## src/rtl/lap_pkg.sv

```systemverilog
// package for the 3x3 laplacian window filter
// image geometry and sample widths used by all modules, and the window column type
// no dependencies
`timescale 1ns / 1ps

package lap_pkg;

  // image is ImageSize x ImageSize samples
  localparam int ImageSize = 64;
  localparam int CntW      = $clog2(ImageSize);
  localparam int KernelSpan = 3;

  // sample and result widths
  localparam int PixW    = 16;
  localparam int ColSumW = PixW + 2;
  localparam int OutW    = 20;
  localparam int AccW    = OutW + 2;

  // one window column, oldest row first
  typedef struct packed {
    logic signed [PixW-1:0] top;
    logic signed [PixW-1:0] mid;
    logic signed [PixW-1:0] bot;
  } lap_col_t;

endpackage

```

## src/rtl/lap_line_buf.sv

```systemverilog
// two line stores holding the previous two image rows
// uses lap_pkg for the row length and sample width
`timescale 1ns / 1ps

module lap_line_buf
  import lap_pkg::*;
(
  input  logic                   clk_i,
  input  logic                   rd_en_i,
  input  logic [CntW-1:0]        rd_addr_i,
  input  logic                   wr1_en_i,
  input  logic [CntW-1:0]        wr1_addr_i,
  input  logic signed [PixW-1:0] wr1_data_i,
  input  logic                   wr2_en_i,
  input  logic [CntW-1:0]        wr2_addr_i,
  input  logic signed [PixW-1:0] wr2_data_i,
  output logic signed [PixW-1:0] rd1_o,
  output logic signed [PixW-1:0] rd2_o
);

  logic signed [PixW-1:0] line1_mem [ImageSize];
  logic signed [PixW-1:0] line2_mem [ImageSize];
  logic signed [PixW-1:0] rd1_q;
  logic signed [PixW-1:0] rd2_q;

  // row r-1 store, read before write at the same address
  always_ff @(posedge clk_i) begin
    if (rd_en_i) begin
      rd1_q <= line1_mem[rd_addr_i];
    end
    if (wr1_en_i) begin
      line1_mem[wr1_addr_i] <= wr1_data_i;
    end
  end

  // row r-2 store, written from stage 1 with the row r-1 sample read from the row r-1 store
  always_ff @(posedge clk_i) begin
    if (rd_en_i) begin
      rd2_q <= line2_mem[rd_addr_i];
    end
    if (wr2_en_i) begin
      line2_mem[wr2_addr_i] <= wr2_data_i;
    end
  end

  assign rd1_o = rd1_q;
  assign rd2_o = rd2_q;

endmodule

```

## src/rtl/lap_cell.sv

```systemverilog
// one window column cell: holds a column and its registered sum
// uses lap_pkg for the column type and widths
`timescale 1ns / 1ps

module lap_cell
  import lap_pkg::*;
(
  input  logic                      clk_i,
  input  logic                      rst_ni,
  input  logic                      shift_i,
  input  lap_col_t                  col_i,
  output lap_col_t                  col_o,
  output logic signed [ColSumW-1:0] colsum_o
);

  lap_col_t                  col_q;
  logic signed [ColSumW-1:0] colsum_q;
  logic signed [ColSumW-1:0] colsum_d;

  // sum of the incoming column
  always_comb begin
    colsum_d = ColSumW'(col_i.top) + ColSumW'(col_i.mid) + ColSumW'(col_i.bot);
  end

  // take the neighbor's column on every shift
  always_ff @(posedge clk_i or negedge rst_ni) begin
    if (!rst_ni) begin
      col_q    <= '0;
      colsum_q <= '0;
    end else if (shift_i) begin
      col_q    <= col_i;
      colsum_q <= colsum_d;
    end
  end

  assign col_o    = col_q;
  assign colsum_o = colsum_q;

endmodule

```

## src/rtl/laplacian_3x3_window_filter_top.sv

```systemverilog
// 3x3 laplacian filter over a raster image stream, top level
// uses lap_pkg, lap_line_buf and a chain of three lap_cell columns
//
//   channel | handshake             | payload
//   in      | in_valid_i/in_ready_o | pixel_i, frame_start_i
//   out     | out_valid_o/out_ready_i | filtered_o, frame_last_o
//
// one pixel per cycle while the output is not stalled; a result passes stage 1, the cells and the output register
// pipeline: line store read, column cell shift, kernel sum into output register
// all stages advance together whenever the output register is free or drained
// reset clears counters, stage valids and the window cells; line stores are not cleared
// a stalled output holds the whole pipe and drops in_ready_o
`timescale 1ns / 1ps

module laplacian_3x3_window_filter_top
  import lap_pkg::*;
(
  input  logic                   clk_i,
  input  logic                   rst_ni,
  input  logic                   in_valid_i,
  output logic                   in_ready_o,
  input  logic signed [PixW-1:0] pixel_i,
  input  logic                   frame_start_i,
  output logic                   out_valid_o,
  input  logic                   out_ready_i,
  output logic signed [OutW-1:0] filtered_o,
  output logic                   frame_last_o
);

  localparam logic [CntW-1:0] LastIdx = CntW'(ImageSize - 1);
  localparam logic [CntW-1:0] FirstWin = CntW'(KernelSpan - 1);

  logic adv;
  logic in_req;

  // counters
  logic [CntW-1:0] row_cnt_q, row_cnt_d;
  logic [CntW-1:0] col_cnt_q, col_cnt_d;
  logic [CntW-1:0] row_cur, col_cur;

  // stage 1: line store read pending
  logic                   s1_valid_q;
  logic                   s1_emit_q;
  logic                   s1_last_q;
  logic [CntW-1:0]        s1_col_q;
  logic signed [PixW-1:0] s1_pix_q;

  // stage 2: window complete in the cells
  logic s2_valid_q;
  logic s2_last_q;

  // output register
  logic                   out_valid_q;
  logic signed [OutW-1:0] filtered_q;
  logic                   frame_last_q;

  logic signed [PixW-1:0]    line1_rd, line2_rd;
  lap_col_t                  new_col;
  lap_col_t                  cell_col [KernelSpan];
  lap_col_t                  cell_in  [KernelSpan];
  logic signed [ColSumW-1:0] cell_sum [KernelSpan];
  logic                      cell_shift;

  logic signed [AccW-1:0] centre_x;
  logic signed [AccW-1:0] win_sum;
  logic signed [AccW-1:0] kernel_acc;

  assign adv    = !out_valid_q || out_ready_i;
  assign in_req = in_valid_i && adv;

  // position of the incoming pixel, frame start forces the origin
  always_comb begin
    row_cur = frame_start_i ? '0 : row_cnt_q;
    col_cur = frame_start_i ? '0 : col_cnt_q;
    if (col_cur == LastIdx) begin
      col_cnt_d = '0;
      row_cnt_d = (row_cur == LastIdx) ? '0 : row_cur + 1'b1;
    end else begin
      col_cnt_d = col_cur + 1'b1;
      row_cnt_d = row_cur;
    end
  end

  always_ff @(posedge clk_i or negedge rst_ni) begin
    if (!rst_ni) begin
      row_cnt_q <= '0;
      col_cnt_q <= '0;
    end else if (in_req) begin
      row_cnt_q <= row_cnt_d;
      col_cnt_q <= col_cnt_d;
    end
  end

  // line stores
  lap_line_buf u_line_buf (
    .clk_i      (clk_i),
    .rd_en_i    (in_req),
    .rd_addr_i  (col_cur),
    .wr1_en_i   (in_req),
    .wr1_addr_i (col_cur),
    .wr1_data_i (pixel_i),
    .wr2_en_i   (s1_valid_q && adv),
    .wr2_addr_i (s1_col_q),
    .wr2_data_i (line1_rd),
    .rd1_o      (line1_rd),
    .rd2_o      (line2_rd)
  );

  // stage 1 control
  always_ff @(posedge clk_i or negedge rst_ni) begin
    if (!rst_ni) begin
      s1_valid_q <= 1'b0;
      s1_emit_q  <= 1'b0;
      s1_last_q  <= 1'b0;
    end else if (adv) begin
      s1_valid_q <= in_valid_i;
      s1_emit_q  <= (row_cur >= FirstWin) && (col_cur >= FirstWin);
      s1_last_q  <= (row_cur == LastIdx) && (col_cur == LastIdx);
    end
  end

  // stage 1 payload
  always_ff @(posedge clk_i) begin
    if (in_req) begin
      s1_col_q <= col_cur;
      s1_pix_q <= pixel_i;
    end
  end

  // column chain, newest column enters cell 0
  assign new_col.top = line2_rd;
  assign new_col.mid = line1_rd;
  assign new_col.bot = s1_pix_q;
  assign cell_shift  = s1_valid_q && adv;

  for (genvar k = 0; k < KernelSpan; k++) begin : g_cell
    if (k == 0) begin : g_head
      assign cell_in[k] = new_col;
    end else begin : g_body
      assign cell_in[k] = cell_col[k-1];
    end
    lap_cell u_cell (
      .clk_i    (clk_i),
      .rst_ni   (rst_ni),
      .shift_i  (cell_shift),
      .col_i    (cell_in[k]),
      .col_o    (cell_col[k]),
      .colsum_o (cell_sum[k])
    );
  end

  // stage 2 control
  always_ff @(posedge clk_i or negedge rst_ni) begin
    if (!rst_ni) begin
      s2_valid_q <= 1'b0;
      s2_last_q  <= 1'b0;
    end else if (adv) begin
      s2_valid_q <= s1_valid_q && s1_emit_q;
      s2_last_q  <= s1_last_q;
    end
  end

  // kernel: nine times centre minus the sum of all nine samples
  always_comb begin
    centre_x   = AccW'(cell_col[1].mid);
    win_sum    = AccW'(cell_sum[0]) + AccW'(cell_sum[1]) + AccW'(cell_sum[2]);
    kernel_acc = (centre_x <<< 3) + centre_x - win_sum;
  end

  // output register
  always_ff @(posedge clk_i or negedge rst_ni) begin
    if (!rst_ni) begin
      out_valid_q <= 1'b0;
    end else if (adv) begin
      out_valid_q <= s2_valid_q;
    end
  end

  always_ff @(posedge clk_i) begin
    if (adv && s2_valid_q) begin
      filtered_q   <= kernel_acc[OutW-1:0];
      frame_last_q <= s2_last_q;
    end
  end

  assign in_ready_o   = adv;
  assign out_valid_o  = out_valid_q;
  assign filtered_o   = filtered_q;
  assign frame_last_o = frame_last_q;

`ifndef SYNTHESIS
  // a taken request always occupies stage 1 next cycle
  assert property (@(posedge clk_i) disable iff (!rst_ni)
    (in_valid_i && in_ready_o) |=> s1_valid_q)
    else $error("taken request missing from stage 1");

  // a stalled stage 1 keeps its column address
  assert property (@(posedge clk_i) disable iff (!rst_ni)
    (s1_valid_q && !adv) |=> (s1_valid_q && $stable(s1_col_q)))
    else $error("stage 1 changed during stall");

  // a covered window moving on always reaches stage 2
  assert property (@(posedge clk_i) disable iff (!rst_ni)
    (adv && s1_valid_q && s1_emit_q) |=> s2_valid_q)
    else $error("window result lost between stages");

  // counters stay inside the image
  assert property (@(posedge clk_i) disable iff (!rst_ni)
    (col_cnt_q <= LastIdx) && (row_cnt_q <= LastIdx))
    else $error("position counter out of range");
`endif

endmodule
```

## config.mk

```make
export PLATFORM = sky130hd
export DESIGN_NAME = laplacian_3x3_window_filter_top
export DESIGN_NICKNAME = d
export VERILOG_FILES = /design/src/rtl/lap_pkg.sv /design/src/rtl/lap_line_buf.sv /design/src/rtl/lap_cell.sv /design/src/rtl/laplacian_3x3_window_filter_top.sv
export SDC_FILE = /design/constraint.sdc
export NUM_CORES = 2
export LEC_CHECK = 0
export ABC_AREA = 1
export CAP_MARGIN = 5
export CORE_UTILIZATION = 27
export CTS_CLUSTER_SIZE = 12
export DETAILED_ROUTE_END_ITERATION = 7
export DONT_BUFFER_PORTS = 1
export SLEW_MARGIN = 25
export SYNTH_ARGS = -nofsm -noshare
export SYNTH_HDL_FRONTEND = slang
export SYNTH_SLANG_ARGS = --single-unit
```

## constraint.sdc

```tcl
create_clock -name clk_i -period 3.76 [get_ports clk_i]
set_input_delay 1.128 -clock clk_i [delete_from_list [all_inputs] [get_ports clk_i]]
set_output_delay 1.128 -clock clk_i [all_outputs]
set_load 0.005 [all_outputs]
```

==> results.py <==
metrics = {
    "status": {
        "status": "complete, but fails checks",
        "violations": "negative hold slack",
    },
    "clock_tree": {
        "max-clock-path-buffers": 4,
        "cts_tree": "done",
        "cts_root_buf": "clkbuf_16",
        "cts.sinks": 2291,
        "worst_skew_pair.late_latency_ns": 0.89,
        "cts_buffers": 226,
        "cts.clk_slew.worst_paths_ns": 0.06,
        "h-tree-depth": 4,
    },
    "cells_and_area": {
        "syn2layout_area_growth_pct": 14.6,
        "nFillCells": 37500,
        "drive_above_1_share_pct": 7.03,
        "fin_nets": 10100,
        "fin_util_pct": 31.1,
        "fin_area_sq_mm": 0.115,
    },
    "routing": {
        "viasPerCell": 4.55,
        "routed_wl_um": 287000,
        "initialDrtViolationCount": 7539,
        "ant_nets": 0,
        "dr.pass1.iters": 5,
        "num_vias": 67900,
        "post_drt_wl_per_cell_um": 19.2,
        "drc": 0,
    },
    "die": {
        "start_util_pct": 27.1,
        "ioPinCount": 44,
        "dieWidth_um": 611,
        "coreArea_sq_mm": 0.369,
        "rows": 223,
        "die-area_sq_mm": 0.374,
        "chipHeight_um": 611,
    },
    "timing": {
        "skew_ns": 0.0670,
        "finalHoldViolations": 5,
        "slew_headroom_pct": 34.1,
        "setup_tns_ns": 0,
        "whs_ns": -0.0160,
        "setup_viol": 0,
        "max_freq_mhz": 282,
        "finalCriticalPeriod_ns": 3.54,
        "fin_crit_sh_pct": 94.2,
        "worstMarginPinSlew_ns": 0.989,
        "maxSlewViolCount": 0,
    },
    "pwr": {
        "leakage_uw": 0.0464,
        "intPower_uw": 47800,
        "worst_ir_drop_vdd_mv": 1.19,
        "power_switching_uw": 22800,
        "pwr-share-clk_pct": 29.0,
        "total_power_uw": 70600,
        "pwr-share-seq_pct": 42.5,
        "pwr-share-comb_pct": 28.5,
        "switching_share_pct": 32.3,
        "power_density_mw_per_mm2": 615,
    },
    "worst_setup_path": {
        "critPathLaunch": "g_cell[1].u_cell.colsum_o[3]",
        "end_kind": "flip-flop",
        "r2r_cells": 13,
        "crit_end": "filtered_o[16]",
        "reg2reg_to": "filtered_o[16]",
        "arrival_ns": 4.18,
        "regToRegSetupSlack_ns": 0.22,
        "r2r_start": "g_cell[1].u_cell.colsum_o[3]",
        "worst-endpoint-required_ns": 4.39,
        "worst-path-max-fanout": 6,
        "path_class": "reg2reg",
        "crit_path_start_kind": "flip-flop",
    },
    "grt": {
        "grt_overflow": 0,
        "grt_first_pass_wirelength_um": 425000,
        "grt_use_total_pct": 15.0,
        "grt_pass1_vias": 64800,
        "grt_max_degree": 169,
        "antenna_found_initial": 15,
    },
    "synth": {
        "synthCells": 9693,
        "synth.distinct_cells": 40,
        "yosys_warnings": 0,
        "ys.flop_type": "edfxtp_1",
        "async_flop_share_pct": 7.33,
        "ys_ff_latch": 2291,
        "avgSynthCellArea_sq_um": 10.3,
        "ys_seq_area_share_pct": 67.8,
        "syn_nets": 9892,
        "netlist_area_sq_mm": 0.100,
        "synth_edf_count": 2123,
    },
    "placed_design": {
        "gp_congestion": 0.858,
        "placed_area_sq_mm": 0.109,
        "dp_hpwl_um": 174000,
        "numPortBuffers": 0,
    },
    "run": {
        "max_cap_violations": 0,
    },
    "min_path": {
        "min_path_type": "in2async",
    },
}
-- layout by cell type (no fill, tap or decap), types with 6 or more instances in the layout --
master        n
a21oi_1     113
buf_12       83
buf_4       331
clkbuf_1     71
clkbuf_16   229
clkinv_1     10
clkinv_2     10
dfrtp_1     168
edfxtp_1   2123
fa_1        101
ha_1         77
inv_1       538
nand2_1    4804
nand3_1     651
nand3b_1     50
nand4_1       6
nor2_1      297
nor2_2       11
nor2_4       12
nor3_1       26
o21ai_0     142
o21ai_1      32
o21bai_1     11
xnor2_1      20
xor2_1       14
-- state kept, by name (all words and copies together), names as in the netlist --
| signal | count |
|---|---|
| u_line_buf.line2_mem | 1024 |
| s1_col_q | 6 |
| g_cell.u_cell.colsum_o | 54 |
| g_cell.u_cell.col_o | 96 |
| s2_last_q | 1 |
| s1_valid_q | 1 |
| filtered_o | 20 |
| out_valid_o | 1 |
| frame_last_o | 1 |
| s1_emit_q | 1 |
| u_line_buf.rd2_o | 16 |
| u_line_buf.line1_mem | 1024 |
| s1_pix_q | 16 |
| s2_valid_q | 1 |
| s1_last_q | 1 |
| u_line_buf.rd1_o | 16 |
| col_cnt_q | 6 |
| row_cnt_q | 6 |
-- power by group through the flow --
| stage | clock, uW | sequential (uW) | combinational [uW] |
|---|---|---|---|
| 2_1_floorplan | 0 | 30600 | 13700 |
| 5_1_grt | 21800 | 30100 | 22900 |
| 4_1_cts | 20800 | 30000 | 19700 |
| 6_report | 20500 | 30000 | 20100 |
| 3_5_place_dp | 0 | 30600 | 19600 |
| 3_3_place_gp | 0 | 30600 | 19700 |
-- kinds of logic after synthesis --
family	share of synthesized area, %
AOI/OAI and AO/OA	1.70
xor gates and xnor gates	0.297
adders and majority gates	2.98
buffers and inverters	4.12
DFF	67.8
and+or+nand+nor	23.1
-- worst max-delay path: stages, from the launching register on --
cell	delay, ns
dfrtp_1	0.36
inv_1	0.10
fa_1	0.44
fa_1	0.51
fa_1	0.41
ha_1	0.37
a21oi_1	0.20
nand2_1	0.11
a21boi_0	0.30
o21ai_1	0.21
nand2_1	0.12
nand2_1	0.06
nand2_1	0.06
nand2_1	0.05
-- timing repair --
| action | 4_1_cts | 5_1_grt |
|---|---|---|
| setup endpoints to repair | 0 | 8 |
| endpoints found under the hold margin | 168 | 168 |
| buffers inserted | 0 | 2 |
| gates resized for setup | 0 | 8 |
-- through the flow --
step	hold WS (ns)	setup slack (ns)	cells
3_3_place_gp	0.448	0.0510	14600
4_1_cts	-0.115	0.0452	14900
2_1_floorplan	0.425	-0.146	9693
5_1_grt	-0.0665	-0.0531	14900
6_report	-0.0160	0.219	14900
3_5_place_dp	0.432	0.0680	14600
-- cell type report --
cell class,instances,area [sq um],share of cell area (%)
well taps,4950,6190,5.39
clock inverters,24,158,0.137
flip-flops and latches,2291,68000,59.2
inverters,547,2080,1.81
diodes,4,10.0,0.00872
repair buffers,414,4150,3.61
multi-input cells,6400,28200,24.6
clock buffers,305,6070,5.28
-- Yosys cell counts (all sizes together), types with 4 or more instances --
master  count  area share [%]
nand2    4807              18
edfxtp   2123              64
nand3     651             3.3
inv       544             2.0
nor2      320             1.2
buf       302             1.5
o21ai     175            0.88
dfrtp     168             4.2
clkbuf    153            0.57
a21oi     113            0.56
fa        101             2.0
ha         77            0.96
nand3b     50            0.37
nor3       26            0.13
xnor2      20            0.17
xor2       14            0.12
o21bai     11           0.082
nand4       6           0.037
a21boi      5           0.037
a21o        5           0.037
o211ai      5           0.037
o22ai       4           0.025
-- how the worst min path moves through the flow --
stage | start | to | slack, ns | cells past startpoint
2_1_floorplan | s2_last_q | frame_last_o | 0.43 | 0
3_3_place_gp | s2_last_q | frame_last_o | 0.45 | 0
3_5_place_dp | s2_last_q | frame_last_o | 0.43 | 0
4_1_cts | rst_ni | g_cell[0].u_cell.colsum_o[11] | -0.12 | 0
5_1_grt | rst_ni | g_cell[1].u_cell.colsum_o[3] | -0.07 | 0
6_report | rst_ni | g_cell[1].u_cell.colsum_o[3] | -0.02 | 0
-- metal layers --
| metal | vias to the layer above | share of wire, % | global-route usage, % |
|---|---|---|---|
| li1 | 32000 | - | - |
| met1 | 32900 | 44 | 21.6 |
| met2 | 2642 | 44 | 23.3 |
| met3 | 409 | 8.6 | 2.37 |
| met4 | 2 | 2.8 | 4.24 |
| met5 | - | 0.0045 | 0 |
No activity file was read; power rests on OpenSTA's default activity.
